==> src/rtl/core/wtsc_pkg.sv <==
// Shared types, codes and helper functions for the wave-table sound channel.
// No dependencies; every other file in rtl/core imports this package.
package wtsc_pkg;

  // Command codes as they arrive on in_cmd
  localparam logic [2:0] CMD_WR_REG  = 3'd0;
  localparam logic [2:0] CMD_RD_REG  = 3'd1;
  localparam logic [2:0] CMD_WR_WAVE = 3'd2;
  localparam logic [2:0] CMD_RD_WAVE = 3'd3;
  localparam logic [2:0] CMD_TICK    = 3'd4;
  localparam logic [2:0] CMD_LEN     = 3'd5;

  // Channel register indexes
  localparam logic [2:0] REG_DAC  = 3'd0;
  localparam logic [2:0] REG_LEN  = 3'd1;
  localparam logic [2:0] REG_VOL  = 3'd2;
  localparam logic [2:0] REG_FLO  = 3'd3;
  localparam logic [2:0] REG_FHI  = 3'd4;
  localparam logic [2:0] REG_LAST = REG_FHI;

  // Read-back masks of unused bits
  localparam logic [7:0] RD_MASK_DAC = 8'h7F;
  localparam logic [7:0] RD_MASK_VOL = 8'h9F;
  localparam logic [7:0] RD_MASK_FHI = 8'hBF;
  localparam logic [7:0] RD_OPEN_BUS = 8'hFF;

  // Sizes
  localparam int DEF_MAX_TICK_CYCLES = 32;
  localparam int WAVE_BYTES  = 16;
  localparam int WAVE_AW     = $clog2(WAVE_BYTES);
  localparam int POS_W       = WAVE_AW + 1;
  localparam int QUEUE_DEPTH = 2;
  localparam int PERIOD_W    = 11;
  localparam int PERIOD_BASE = 2048;
  localparam int LEN_W       = 9;
  localparam int LEN_FULL    = 256;
  localparam int TIMER_W     = 14;
  localparam int T_W         = 16;

  // Operations after classification
  typedef enum logic [2:0] {
    OP_NOP,
    OP_WR_REG,
    OP_RD_REG,
    OP_WR_WAVE,
    OP_RD_WAVE,
    OP_TICK,
    OP_LEN
  } op_t;

  typedef struct packed {
    op_t                op;
    logic [2:0]         reg_idx;
    logic [WAVE_AW-1:0] wave_off;
    logic [7:0]         data;
  } cmd_t;

  typedef struct packed {
    logic [7:0] read_data;
    logic [3:0] sample;
    logic       channel_on;
  } res_t;

  // Handshake and status between the back end and the top level
  typedef struct packed {
    logic cmd_pop;
    logic res_push;
    logic idle;
  } bk_ctl_t;

  typedef enum logic [1:0] {
    ST_IDLE,
    ST_TICK,
    ST_READ,
    ST_OUT
  } bk_state_t;

  // Timer reload for a period code: (2048 - code) * 2
  function automatic logic [TIMER_W-1:0] reload_of(input logic [PERIOD_W-1:0] code);
    logic [PERIOD_W:0] diff;
    diff = (PERIOD_W + 1)'(PERIOD_BASE) - {1'b0, code};
    return TIMER_W'({diff, 1'b0});
  endfunction

  // Right shift applied to a nibble for each volume code
  function automatic logic [2:0] vol_shift(input logic [1:0] code);
    logic [2:0] s;
    case (code)
      2'd0:    s = 3'd4;
      2'd1:    s = 3'd0;
      2'd2:    s = 3'd1;
      default: s = 3'd2;
    endcase
    return s;
  endfunction

endpackage

==> src/rtl/core/wave_table_sound_channel_core.sv <==
// Wave-table sound channel: top level joining front end, queues and back end.
// Depends on wtsc_pkg, wtsc_front, wtsc_fifo and wtsc_back.
//
// Every request (register or wave RAM access, tick, length clock) yields one
// result carrying read data, the current sample level and the channel-on flag.
// A front end decodes requests into a two-entry command queue; a back-end
// sequencer executes one command at a time and writes a two-entry result
// queue. A command passes the sequencer states execute, wave RAM fetch and
// result (the result state holds while the result queue is full), and a tick
// adds timer checks in the position loop before the fetch.
// The single-step timer loop sets the tick rate. Wave RAM entries read as zero
// after reset through per-byte valid bits, so no clearing pass is needed.
module wave_table_sound_channel_core #(
  parameter int MAX_TICK_CYCLES = wtsc_pkg::DEF_MAX_TICK_CYCLES
) (
  input  logic       clk,
  input  logic       rst_n,
  input  logic       push,
  output logic       full,
  input  logic [2:0] in_cmd,
  input  logic [2:0] in_reg_index,
  input  logic [3:0] in_wave_offset,
  input  logic [7:0] in_data,
  input  logic [5:0] in_cycles,
  output logic       empty,
  input  logic       pop,
  output logic [7:0] out_read_data,
  output logic [3:0] out_sample,
  output logic       out_channel_on
);
  import wtsc_pkg::*;

  localparam int CW    = $clog2(MAX_TICK_CYCLES + 1);
  localparam int CMD_W = $bits(cmd_t) + CW;
  localparam int RES_W = $bits(res_t);

  logic             q_push, cmd_full, cmd_empty, res_full;
  logic [CMD_W-1:0] q_data, cmd_word;
  res_t             res, res_head;
  logic [RES_W-1:0] res_head_w;
  bk_ctl_t          bk_ctl;

  // Decode incoming requests
  wtsc_front #(
    .MAX_TICK_CYCLES (MAX_TICK_CYCLES),
    .CW              (CW)
  ) u_front (
    .push           (push),
    .full           (full),
    .in_cmd         (in_cmd),
    .in_reg_index   (in_reg_index),
    .in_wave_offset (in_wave_offset),
    .in_data        (in_data),
    .in_cycles      (in_cycles),
    .q_full         (cmd_full),
    .q_push         (q_push),
    .q_data         (q_data)
  );

  // Hold decoded commands for the back end
  wtsc_fifo #(
    .W     (CMD_W),
    .DEPTH (QUEUE_DEPTH)
  ) u_cmd_q (
    .clk       (clk),
    .rst_n     (rst_n),
    .push      (q_push),
    .push_data (q_data),
    .full      (cmd_full),
    .pop       (bk_ctl.cmd_pop),
    .pop_data  (cmd_word),
    .empty     (cmd_empty)
  );

  // Execute commands
  wtsc_back #(
    .CW (CW)
  ) u_back (
    .clk       (clk),
    .rst_n     (rst_n),
    .cmd_empty (cmd_empty),
    .cmd_word  (cmd_word),
    .res_full  (res_full),
    .res       (res),
    .ctl       (bk_ctl)
  );

  // Hold finished results until taken
  wtsc_fifo #(
    .W     (RES_W),
    .DEPTH (QUEUE_DEPTH)
  ) u_res_q (
    .clk       (clk),
    .rst_n     (rst_n),
    .push      (bk_ctl.res_push),
    .push_data (res),
    .full      (res_full),
    .pop       (pop),
    .pop_data  (res_head_w),
    .empty     (empty)
  );

  assign res_head       = res_t'(res_head_w);
  assign out_read_data  = res_head.read_data;
  assign out_sample     = res_head.sample;
  assign out_channel_on = res_head.channel_on;

  // A result is never pushed into a full result queue
  a_res_no_overflow: assert property (@(posedge clk) disable iff (!rst_n)
    bk_ctl.res_push |-> !res_full)
    else $error("result pushed into full queue");

  // An idle back end takes a waiting command at once
  a_back_takes_cmd: assert property (@(posedge clk) disable iff (!rst_n)
    (bk_ctl.idle && !cmd_empty) |=> !bk_ctl.idle)
    else $error("back end stayed idle with a command waiting");

  // A nonzero sample only comes from an enabled channel
  a_sample_needs_on: assert property (@(posedge clk) disable iff (!rst_n)
    !empty |-> ((out_sample == 4'd0) || out_channel_on))
    else $error("sample nonzero while channel off");

endmodule

==> src/rtl/core/wtsc_fifo.sv <==
// Small first-in first-out queue of flat words, used between the stages.
// Depends on wtsc_pkg for the default depth.
module wtsc_fifo #(
  parameter int W     = 8,
  parameter int DEPTH = wtsc_pkg::QUEUE_DEPTH
) (
  input  logic         clk,
  input  logic         rst_n,
  input  logic         push,
  input  logic [W-1:0] push_data,
  output logic         full,
  input  logic         pop,
  output logic [W-1:0] pop_data,
  output logic         empty
);
  import wtsc_pkg::*;

  localparam int PW   = $clog2(DEPTH);
  localparam int CNTW = $clog2(DEPTH + 1);

  logic [W-1:0]    mem_r [DEPTH];
  logic [PW-1:0]   wr_ptr_r, rd_ptr_r;
  logic [CNTW-1:0] count_r;
  logic            do_push, do_pop;

  assign full     = (count_r == CNTW'(DEPTH));
  assign empty    = (count_r == '0);
  assign do_push  = push && !full;
  assign do_pop   = pop && !empty;
  assign pop_data = mem_r[rd_ptr_r];

  // Store the incoming request
  always_ff @(posedge clk) begin
    if (do_push) begin
      mem_r[wr_ptr_r] <= push_data;
    end
  end

  // Advance pointers and occupancy
  always_ff @(posedge clk) begin
    if (!rst_n) begin
      wr_ptr_r <= '0;
      rd_ptr_r <= '0;
      count_r  <= '0;
    end else begin
      if (do_push) begin
        wr_ptr_r <= (wr_ptr_r == PW'(DEPTH - 1)) ? '0 : wr_ptr_r + 1'b1;
      end
      if (do_pop) begin
        rd_ptr_r <= (rd_ptr_r == PW'(DEPTH - 1)) ? '0 : rd_ptr_r + 1'b1;
      end
      if (do_push && !do_pop) begin
        count_r <= count_r + 1'b1;
      end else if (do_pop && !do_push) begin
        count_r <= count_r - 1'b1;
      end
    end
  end

endmodule

==> src/rtl/core/wtsc_front.sv <==
// Front end: accepts input requests, decodes and classifies them into commands.
// Depends on wtsc_pkg; feeds the command queue.
module wtsc_front #(
  parameter int MAX_TICK_CYCLES = wtsc_pkg::DEF_MAX_TICK_CYCLES,
  parameter int CW              = $clog2(MAX_TICK_CYCLES + 1)
) (
  input  logic                  push,
  output logic                  full,
  input  logic [2:0]            in_cmd,
  input  logic [2:0]            in_reg_index,
  input  logic [3:0]            in_wave_offset,
  input  logic [7:0]            in_data,
  input  logic [5:0]            in_cycles,
  input  logic                  q_full,
  output logic                  q_push,
  output logic [$bits(wtsc_pkg::cmd_t)+CW-1:0] q_data
);
  import wtsc_pkg::*;

  cmd_t          cmd;
  logic [CW-1:0] cyc_sat;

  assign full   = q_full;
  assign q_push = push && !q_full;

  // Decode the command code; drop writes to registers that do not exist
  always_comb begin
    cmd.reg_idx  = in_reg_index;
    cmd.wave_off = in_wave_offset[WAVE_AW-1:0];
    cmd.data     = in_data;
    unique case (in_cmd)
      CMD_WR_REG:  cmd.op = (in_reg_index > REG_LAST) ? OP_NOP : OP_WR_REG;
      CMD_RD_REG:  cmd.op = OP_RD_REG;
      CMD_WR_WAVE: cmd.op = OP_WR_WAVE;
      CMD_RD_WAVE: cmd.op = OP_RD_WAVE;
      CMD_TICK:    cmd.op = OP_TICK;
      CMD_LEN:     cmd.op = OP_LEN;
      default:     cmd.op = OP_NOP;
    endcase
  end

  // Saturate the tick length at the configured bound
  assign cyc_sat = (int'(in_cycles) > MAX_TICK_CYCLES) ? CW'(MAX_TICK_CYCLES)
                                                       : CW'(in_cycles);

  assign q_data = {cmd, cyc_sat};

endmodule

==> src/rtl/core/wtsc_back.sv <==
// Back end: sequencer that executes commands, holds channel state and wave RAM.
// Depends on wtsc_pkg; pops the command queue and pushes the result queue.
module wtsc_back #(
  parameter int CW = 6
) (
  input  logic                                  clk,
  input  logic                                  rst_n,
  input  logic                                  cmd_empty,
  input  logic [$bits(wtsc_pkg::cmd_t)+CW-1:0]  cmd_word,
  input  logic                                  res_full,
  output wtsc_pkg::res_t                        res,
  output wtsc_pkg::bk_ctl_t                     ctl
);
  import wtsc_pkg::*;

  cmd_t          c;
  logic [CW-1:0] cyc;

  bk_state_t state_r, state_nxt;
  logic                 dac_r, dac_nxt;
  logic                 chan_r, chan_nxt;
  logic [LEN_W-1:0]     len_left_r, len_left_nxt;
  logic [1:0]           vol_r, vol_nxt;
  logic [PERIOD_W-1:0]  period_r, period_nxt;
  logic                 len_act_r, len_act_nxt;
  logic [TIMER_W-1:0]   timer_r, timer_nxt;
  logic [POS_W-1:0]     pos_r, pos_nxt;
  logic signed [T_W-1:0] t_r, t_nxt;
  logic [7:0]           rd_r, rd_nxt;
  logic                 rd_wave_r, rd_wave_nxt;

  logic [7:0]         mem [WAVE_BYTES];
  logic [WAVE_BYTES-1:0] valid_r;
  logic [7:0]         mem_a_q, mem_b_q;
  logic               wr_en, rd_a_en, rd_b_en;
  logic               pop;

  logic [PERIOD_W-1:0]   period_new;
  logic signed [T_W-1:0] t_start;
  logic [3:0]            nib;

  assign c   = cmd_t'(cmd_word[$bits(cmd_t)+CW-1:CW]);
  assign cyc = cmd_word[CW-1:0];

  assign pop     = (state_r == ST_IDLE) && !cmd_empty;
  assign wr_en   = pop && (c.op == OP_WR_WAVE);
  assign rd_a_en = pop && (c.op == OP_RD_WAVE);
  assign rd_b_en = (state_r == ST_READ);

  assign period_new = {c.data[2:0], period_r[7:0]};
  assign t_start    = signed'({{(T_W - TIMER_W){1'b0}}, timer_r}) - signed'(T_W'(cyc));

  // Wave RAM storage
  always_ff @(posedge clk) begin
    if (wr_en) begin
      mem[c.wave_off] <= c.data;
    end
  end

  // Registered reads; an entry never written reads as zero
  always_ff @(posedge clk) begin
    if (rd_a_en) begin
      mem_a_q <= valid_r[c.wave_off] ? mem[c.wave_off] : '0;
    end
    if (rd_b_en) begin
      mem_b_q <= valid_r[pos_r[POS_W-1:1]] ? mem[pos_r[POS_W-1:1]] : '0;
    end
  end

  always_ff @(posedge clk) begin
    if (!rst_n) begin
      valid_r <= '0;
    end else if (wr_en) begin
      valid_r[c.wave_off] <= 1'b1;
    end
  end

  // State registers
  always_ff @(posedge clk) begin
    if (!rst_n) begin
      state_r    <= ST_IDLE;
      dac_r      <= 1'b0;
      chan_r     <= 1'b0;
      len_left_r <= '0;
      vol_r      <= '0;
      period_r   <= '0;
      len_act_r  <= 1'b0;
      timer_r    <= '0;
      pos_r      <= '0;
      rd_wave_r  <= 1'b0;
    end else begin
      state_r    <= state_nxt;
      dac_r      <= dac_nxt;
      chan_r     <= chan_nxt;
      len_left_r <= len_left_nxt;
      vol_r      <= vol_nxt;
      period_r   <= period_nxt;
      len_act_r  <= len_act_nxt;
      timer_r    <= timer_nxt;
      pos_r      <= pos_nxt;
      rd_wave_r  <= rd_wave_nxt;
    end
  end

  always_ff @(posedge clk) begin
    t_r  <= t_nxt;
    rd_r <= rd_nxt;
  end

  // Next state and channel updates
  always_comb begin
    state_nxt    = state_r;
    dac_nxt      = dac_r;
    chan_nxt     = chan_r;
    len_left_nxt = len_left_r;
    vol_nxt      = vol_r;
    period_nxt   = period_r;
    len_act_nxt  = len_act_r;
    timer_nxt    = timer_r;
    pos_nxt      = pos_r;
    t_nxt        = t_r;
    rd_nxt       = rd_r;
    rd_wave_nxt  = rd_wave_r;
    unique case (state_r)
      ST_IDLE: begin
        if (pop) begin
          state_nxt   = ST_READ;
          rd_nxt      = '0;
          rd_wave_nxt = (c.op == OP_RD_WAVE);
          unique case (c.op)
            OP_WR_REG: begin
              unique case (c.reg_idx)
                REG_DAC: begin
                  dac_nxt = c.data[7];
                  if (!c.data[7]) begin
                    chan_nxt = 1'b0;
                  end
                end
                REG_LEN: len_left_nxt = LEN_W'(LEN_FULL) - {1'b0, c.data};
                REG_VOL: vol_nxt = c.data[6:5];
                REG_FLO: period_nxt = {period_r[PERIOD_W-1:8], c.data};
                REG_FHI: begin
                  len_act_nxt = c.data[6];
                  period_nxt  = period_new;
                  // Trigger restarts the channel when the DAC is on
                  if (c.data[7] && dac_r) begin
                    chan_nxt  = 1'b1;
                    timer_nxt = reload_of(period_new);
                    pos_nxt   = '0;
                    if (len_left_r == '0) begin
                      len_left_nxt = LEN_W'(LEN_FULL);
                    end
                  end
                end
                default: ;
              endcase
            end
            OP_RD_REG: begin
              unique case (c.reg_idx)
                REG_DAC: rd_nxt = RD_MASK_DAC | {dac_r, 7'd0};
                REG_VOL: rd_nxt = RD_MASK_VOL | {1'b0, vol_r, 5'd0};
                REG_FHI: rd_nxt = RD_MASK_FHI | {1'b0, len_act_r, 6'd0};
                default: rd_nxt = RD_OPEN_BUS;
              endcase
            end
            OP_TICK: begin
              if (chan_r) begin
                t_nxt     = t_start;
                state_nxt = ST_TICK;
              end
            end
            OP_LEN: begin
              if (len_act_r && (len_left_r != '0)) begin
                len_left_nxt = len_left_r - 1'b1;
                if (len_left_r == LEN_W'(1)) begin
                  chan_nxt = 1'b0;
                end
              end
            end
            OP_NOP, OP_WR_WAVE, OP_RD_WAVE: ;
            default: ;
          endcase
        end
      end
      ST_TICK: begin
        // Step the position once per reload until the timer is positive
        if (t_r <= 0) begin
          t_nxt   = t_r + signed'(T_W'(reload_of(period_r)));
          pos_nxt = pos_r + 1'b1;
        end else begin
          timer_nxt = t_r[TIMER_W-1:0];
          state_nxt = ST_READ;
        end
      end
      ST_READ: state_nxt = ST_OUT;
      ST_OUT: begin
        if (!res_full) begin
          state_nxt = ST_IDLE;
        end
      end
      default: state_nxt = ST_IDLE;
    endcase
  end

  // Form the result from the fetched wave byte
  assign nib = pos_r[0] ? mem_b_q[3:0] : mem_b_q[7:4];

  always_comb begin
    res.read_data  = rd_wave_r ? mem_a_q : rd_r;
    res.channel_on = chan_r;
    res.sample     = (chan_r && dac_r && (vol_r != '0)) ? (nib >> vol_shift(vol_r)) : '0;
  end

  assign ctl.cmd_pop  = pop;
  assign ctl.res_push = (state_r == ST_OUT) && !res_full;
  assign ctl.idle     = (state_r == ST_IDLE);

endmodule
==> config.mk <==
export PLATFORM = sky130hd
export DESIGN_NAME = wave_table_sound_channel_core
export DESIGN_NICKNAME = d
export VERILOG_FILES = /design/src/rtl/core/wtsc_pkg.sv /design/src/rtl/core/wave_table_sound_channel_core.sv /design/src/rtl/core/wtsc_fifo.sv /design/src/rtl/core/wtsc_front.sv /design/src/rtl/core/wtsc_back.sv
export SDC_FILE = /design/constraint.sdc
export NUM_CORES = 1
export LEC_CHECK = 0
export BUFFER_PORTS_ARGS = -buffer_cell sky130_fd_sc_hd__clkbuf_2
export CAP_MARGIN = 5
export CORE_MARGIN = 2
export CORE_UTILIZATION = 39
export CTS_BUF_LIST = sky130_fd_sc_hd__clkbuf_4 sky130_fd_sc_hd__clkbuf_8
export CTS_CLUSTER_DIAMETER = 120
export DETAILED_ROUTE_END_ITERATION = 16
export PLACE_DENSITY = 0.65
export SKIP_CTS_REPAIR_TIMING = 1
export SYNTH_ARGS = -nofsm -noshare
export SYNTH_HDL_FRONTEND = slang
export SYNTH_SLANG_ARGS = --single-unit
==> constraint.sdc <==
create_clock -name clk -period 3.2 [get_ports clk]
set_input_delay 0.32 -clock clk [delete_from_list [all_inputs] [get_ports clk]]
set_output_delay 0.32 -clock clk [all_outputs]
set_load 0.03 [all_outputs]
After elaboration in Yosys (flattened, before gate mapping) --
Memory sizes are Yosys's and may differ from the RTL's. A register that Yosys moved wholly into a read port is not among the register bits. Index checks and enable logic that the tools add are counted.
Operators by class: reductions and logical operators 53, multiply operators 0, div/mod/pow operators 0, order comparisons 6, bitwise logic cells 3, equal/unequal tests 39, $add $sub $neg 15, shift operators 1, mux-type cells 67
Operator list (count):
- 2-to-1 mux 14 bit | 5
- 2-to-1 mux 16 bit | 4
- one-hot mux 9 bit (2 select lines) | 2
- one-hot mux 16 bit (2 select lines) | 1
- one-hot mux 14 bit (2 select lines) | 1
- 2-to-1 mux 9 bit | 3
- 2-to-1 mux 5 bit | 5
- one-hot mux 8 bit (3 select lines) | 1
- subtractor 12 x 11 -> 12 bit (first input constant) | 2
- 2-to-1 mux 1 bit | 22
- one-hot mux 11 bit (2 select lines) | 1
- == test 3 x 2 -> 1 bit (second input constant) | 6
- == test 3 bit (second input constant) | 6
- logical AND 1 bit | 18
- 2-to-1 mux 2 bit | 9
- != test 2 x 1 -> 1 bit (second input constant) | 9
- one-hot mux 3 bit (6 select lines) | 1
- adder 16 x 14 -> 16 bit | 1
- <= comparator 16 x 1 -> 1 bit (second input constant) | 1
- OR 16 bit | 1
- AND reduction 5 bit | 3
- subtractor 14 x 6 -> 15 bit | 1
- AND reduction 4 bit | 3
- AND reduction 6 bit | 2
- other kinds (39) | 76
Word-level totals: output and inout port bits 15, bits in writable memories 202, ROM bits 0, register bits 95, bits in latches 0, memories 3
Memory list:
- u_back.mem | words 16, bits a word 8, read ports 2, clocked after Yosys merged registers in 2, wr ports 1, line wtsc_back.sv:32 | logic [7:0] mem [WAVE_BYTES];
- u_cmd_q.mem_r | words 2, bits a word 24, read ports 1, clocked after Yosys merged registers in 1, wr ports 1, line wtsc_fifo.sv:21 | logic [W-1:0] mem_r [DEPTH];
- u_res_q.mem_r | words 2, bits a word 13, read ports 1, clocked after Yosys merged registers in 1, wr ports 1, line wtsc_fifo.sv:21

Logic depth before layout (Yosys ltp) --
depth in word-level cells 8, mapped depth 12, mapped depth without buffers 12

Cells and area by module --
From an unflattened synthesis, not the netlist that was laid out.
Unflattened totals: cells, all modules 1134, area, all modules 15361.0 um2
Modules (own cells, without submodules):
- wtsc_back | times used 1, area an instance 12019.0 um2, cells an instance 938, seq. area each 6185.9 um2
- wtsc_fifo (u_cmd_q) | times used 1, area an instance 1960.6 um2, cells an instance 100, seq. area each 1541.5 um2
- wtsc_fifo (u_res_q) | times used 1, area an instance 1166.1 um2, cells an instance 65, seq. area each 880.8 um2
- wtsc_front | times used 1, area an instance 215.2 um2, cells an instance 31, seq. area each 0.0 um2

Worst setup path after synthesis --
No wires, ideal clock.
path type register to register, from reg (tool-made name), to reg u_back.t_r[12], data pin, cell stages (with the launch flop) 13, slack -0.071 ns, data required time 2.941 ns, buffers on the path 3, arrival time 3.013 ns, setup time 0.259 ns, cells stage by stage dfxtp_1 > buf_2 > buf_1 > buf_2 > mux2_2 > ha_1 > fa_1 > nand2b_1 > a21oi_1 > o21ai_0 > nand2b_1 > nor4_1 > a211o_1
RTL lines:
- to (signal assigned) | line wtsc_back.sv:106 | t_r <= t_nxt;
- to (decl) | line wtsc_back.sv:28 | logic signed [T_W-1:0] t_r, t_nxt;

Worst setup path in the final report --
from reg u_back.period_r[2], to reg u_back.t_r[12], data pin
Between the ends: cells in the longest elaborated chain, start to end 4
Ends and longest elaborated chain:
- from (decl) | line wtsc_back.sv:24 | logic [PERIOD_W-1:0] period_r, period_nxt;
- from (signal assigned) | line wtsc_back.sv:97 | period_r <= period_nxt;
- subtractor 12 x 11 -> 12 bit | line wtsc_pkg.sv:81 | diff = (PERIOD_W + 1)'(PERIOD_BASE) - {1'b0, code};
- adder 16 x 14 -> 16 bit | line wtsc_back.sv:188 | t_nxt = t_r + signed'(T_W'(reload_of(period_r)));
- 2-to-1 mux 16 bit | line wtsc_back.sv:187 | if (t_r <= 0) begin
- one-hot mux 16 bit (2 select lines) | line wtsc_back.sv:124 | unique case (state_r)
- via u_back.t_nxt[12] | line wtsc_back.sv:28
The timed path passes the listed nets, and every way through them passes these cells. The select of a mux whose other input is x is not followed. A chain may end at the register's enable or synchronous reset.

==> results.md <==
* Status: complete, no violations
* Yosys reg bits at between 300 and 400
* Die area at slightly above 40000 sq um
* Avg Cell Area, Syn at 13.34 sq um
* Crit-path max FO at 6
* Post-synth EDFFs at 238
* Vias per cell at about 5.6
* Number of fill cells at ~3.4k
* Power after layout at 14.13 mW
* Clock sinks at 311
* Boundary pin count at 43
* Drt total wl at 37.69 mm
* Synth area leaders: edfxtp_1, mux4_2, dfxtp_1
* Reg-to-Reg Start: u_back.period_r[2]
* Core Util, Final at 46.07%
* Clk pwr share at 24.5%
* Critical Path End: u_back.t_r[12]
* CP required at 3.54 ns
* Global-route wire length before repair at between 50 and 60 mm
* Min cycle time layout at just over 3 ns
* Detailed Route Iter0 Violations at slightly above 800
* Vias in the first global route at 10.22k
* Synthesized area at ~15000 sq um
* Synthesized net count at 1204
* Clk slew on worst S/H paths at 0.06 ns
* Fmax at 327.7 MHz
* Synth warn at 0
* Worst ir drop on vdd at 0.3459 mV
* Routed wire per std cell at 20.47 microns
* HP Class: primary input to register
* CP endpoint kind: register
* Synth area leader: edfxtp_1
* Diode count at 0
* Post-synthesis instance total at between 1k and 1.5k
* Reg-to-reg slack, setup at 0.15 ns
* Via count at 10.37k
* Yosys cell types at 74
* Die X at 201.7 microns
* Port Buf Inserts at 42
* Fraction of registers with async set/reset at 0%
* Clock skew at 0.03359 ns
* Final std cells w/o fill at 1841
* Synth top area share at 46.90%
* CP Launch Point: u_back.period_r[2]
* Grt ovf at 0
* Final #Nets at 1344
* Power Density at just under 800 nW/um^2
* P_sw at roughly 5 mW
* DRC at 0
* Startpoint types: register
* Core Region at 38650 sq um
* Worst hold margin at between 0.02 and 0.03 ns
* CTS H-Tree Depth at 2
* Share of layout cells above drive strength 1 at 26.15%
* Worst slew margin at 11.35%
* Maximum number of pins on one net before global-route repair at 39
* Comb pwr share at 35.9%
* RD Place Congestion at 0.8684
* Area grow syn2layout at 16.82%
* Post-synthesis sequential area ratio at 56.49%
* Reg2reg end: u_back.t_r[12]
* Clk buf depth at 3
* Worst slew pin tran at 1.325 ns
* Sw frac at 34.94%
* Die H at 201.7 microns
* Pins Over Slew Limit at 0
* Worst Reg2Reg Path Length in Cells at 11
* Initial Utilization at about two fifths
* Routed Antenna Nets at 0
* Initial antenna violation count at 0
* Post-synth top flop: edfxtp_1
* FP Rows at slightly above 70
* CP Data Arrival Time at 3.39 ns
* CTS tree: yes
* Leakage power at 6.252 nW
* Final setup margin at 0.1486 ns
* Crit Path Class: register to register
* Commonest cells in the netlist: edfxtp_1, nand2_1, nor2_1, mux4_2, dfxtp_1
* Final period util at 95.36%
* # setup viols final at 0
* Internal power at 9.196 mW
* CTS Buf Count at 50
* DP Wirelength at 26.32 mm
* Count leader, synth: edfxtp_1
* Clock tree root buffer cell: clkbuf_8
* Final hold violations at 0
* DP Worst Slack at roughly 0.072 ns
* Max-cap violations at 0
* Drt first pass iters at 5
* Clock Latency Late Sink at between 0.6 and 0.7 ns
* Sequential share of power at 39.6%
* Tot GR Track Use at 18.35%
* Placed insts at 1729
==> flip-flops by register name (all words and copies together) (netlist names), 2 cells and up, named ones only <==
register           flops
u_cmd_q.count_r        2
u_back.mem_b_q         8
u_cmd_q.mem_r         48
u_back.len_left_r      9
u_back.timer_r        14
u_back.state_r         2
u_back.period_r       11
u_back.vol_r           2
u_back.mem           128
u_back.rd_r            4
u_back.t_r            16
u_res_q.count_r        2
u_back.mem_a_q         8
u_res_q.mem_r         26
u_back.valid_r        16
u_back.pos_r           5
==> metal layers <==
layer / vias up / routed length [microns] / track usage [%]
met1: 5152 / 16550 / 25.97
met5: - / 0 / 0
li1: 4730 / - / -
met2: 420 / 17260 / 28.39
met4: 0 / 847 / 5.909
met3: 64 / 3025 / 3.790
==> through the flow <==
step / instance area [sq um] / setup TNS (ns)
final: 17800 / 0
after global routing: 17800 / -0.01087
after CTS: 17570 / 0
after detailed placement: 16550 / 0
after global placement: 16550 / 0
after floorplan: 15240 / 0
==> how the worst min path moves through the flow <==
stage                       start                    to  slack, ns  cells past startpoint
5_1_grt              in_cycles[5]   u_cmd_q.mem_r[0][5]       0.02                      1
3_3_place_gp   u_back.valid_r[13]    u_back.valid_r[13]       0.47                      1
6_report             in_cycles[5]   u_cmd_q.mem_r[0][5]       0.03                      1
2_1_floorplan          in_data[4]  u_cmd_q.mem_r[0][10]       0.42                      0
3_5_place_dp   u_back.valid_r[14]    u_back.valid_r[14]       0.48                      1
4_1_cts                in_data[2]   u_cmd_q.mem_r[0][8]      -0.11                      1
==> kinds of logic (layout without fill, tap and decap cells) <==
logic type      count (synthesis)  count (layout)  share of synthesized area [%]
compound gates                207             207                          9.483
simple gates                  319             319                          10.19
fa+ha+maj                      34              34                          2.890
buf+inv                        88             269                          2.373
mux                           136             136                          15.88
xor+xnor                       47              47                          2.701
flops                         311             311                          56.49
==> cell type report <==
class | instances | area [sq um] | share of cell area, %
Multi-Input combinational cell | 743 | 6354 | 35.69
Inverter | 36 | 135.1 | 0.7590
Sequential cell | 311 | 8613 | 48.38
Clock inverter | 15 | 77.57 | 0.4357
Tap cell | 518 | 648.1 | 3.640
Timing Repair Buffer | 140 | 1033 | 5.805
Clock buffer | 78 | 942.2 | 5.292
==> power by group through the flow <==
stage	registers, mW	clock network [mW]	logic [mW]
after floorplan	5.51	0	3.60
after global placement	5.66	0	4.89
after detailed placement	5.67	0	4.99
after CTS	5.59	3.54	5.02
after global routing	5.66	3.70	5.57
final	5.59	3.46	5.08
==> placed cells by master (no fill, tap or decap), drive strengths merged, types with 12 or more instances in the layout <==
cell	count
dlygate4sd3	15
a21oi	50
o21a	23
nor2	86
dfxtp	73
nand2b	17
edfxtp	238
nor2b	18
mux2	26
a22oi	16
inv	38
nand2	92
xnor2	26
nor4	14
ha	32
mux2i	28
mux4	82
clkinv	12
xor2	21
nor3	31
nand3	17
clkbuf	121
o21ai	30
or3	13
buf	82
==> critical path, cell delays in order (launching register included) <==
cell and delay [ns]:
dfxtp_2 0.35, nor4_2 0.27, buf_4 0.19, nand3_2 0.13, xor2_2 0.19, ha_1 0.33
a21o_1 0.19, a2111o_1 0.40, a21o_1 0.15, a31oi_1 0.22, xnor2_1 0.09, a211o_1 0.29
Power figures use the tool's default switching activity.
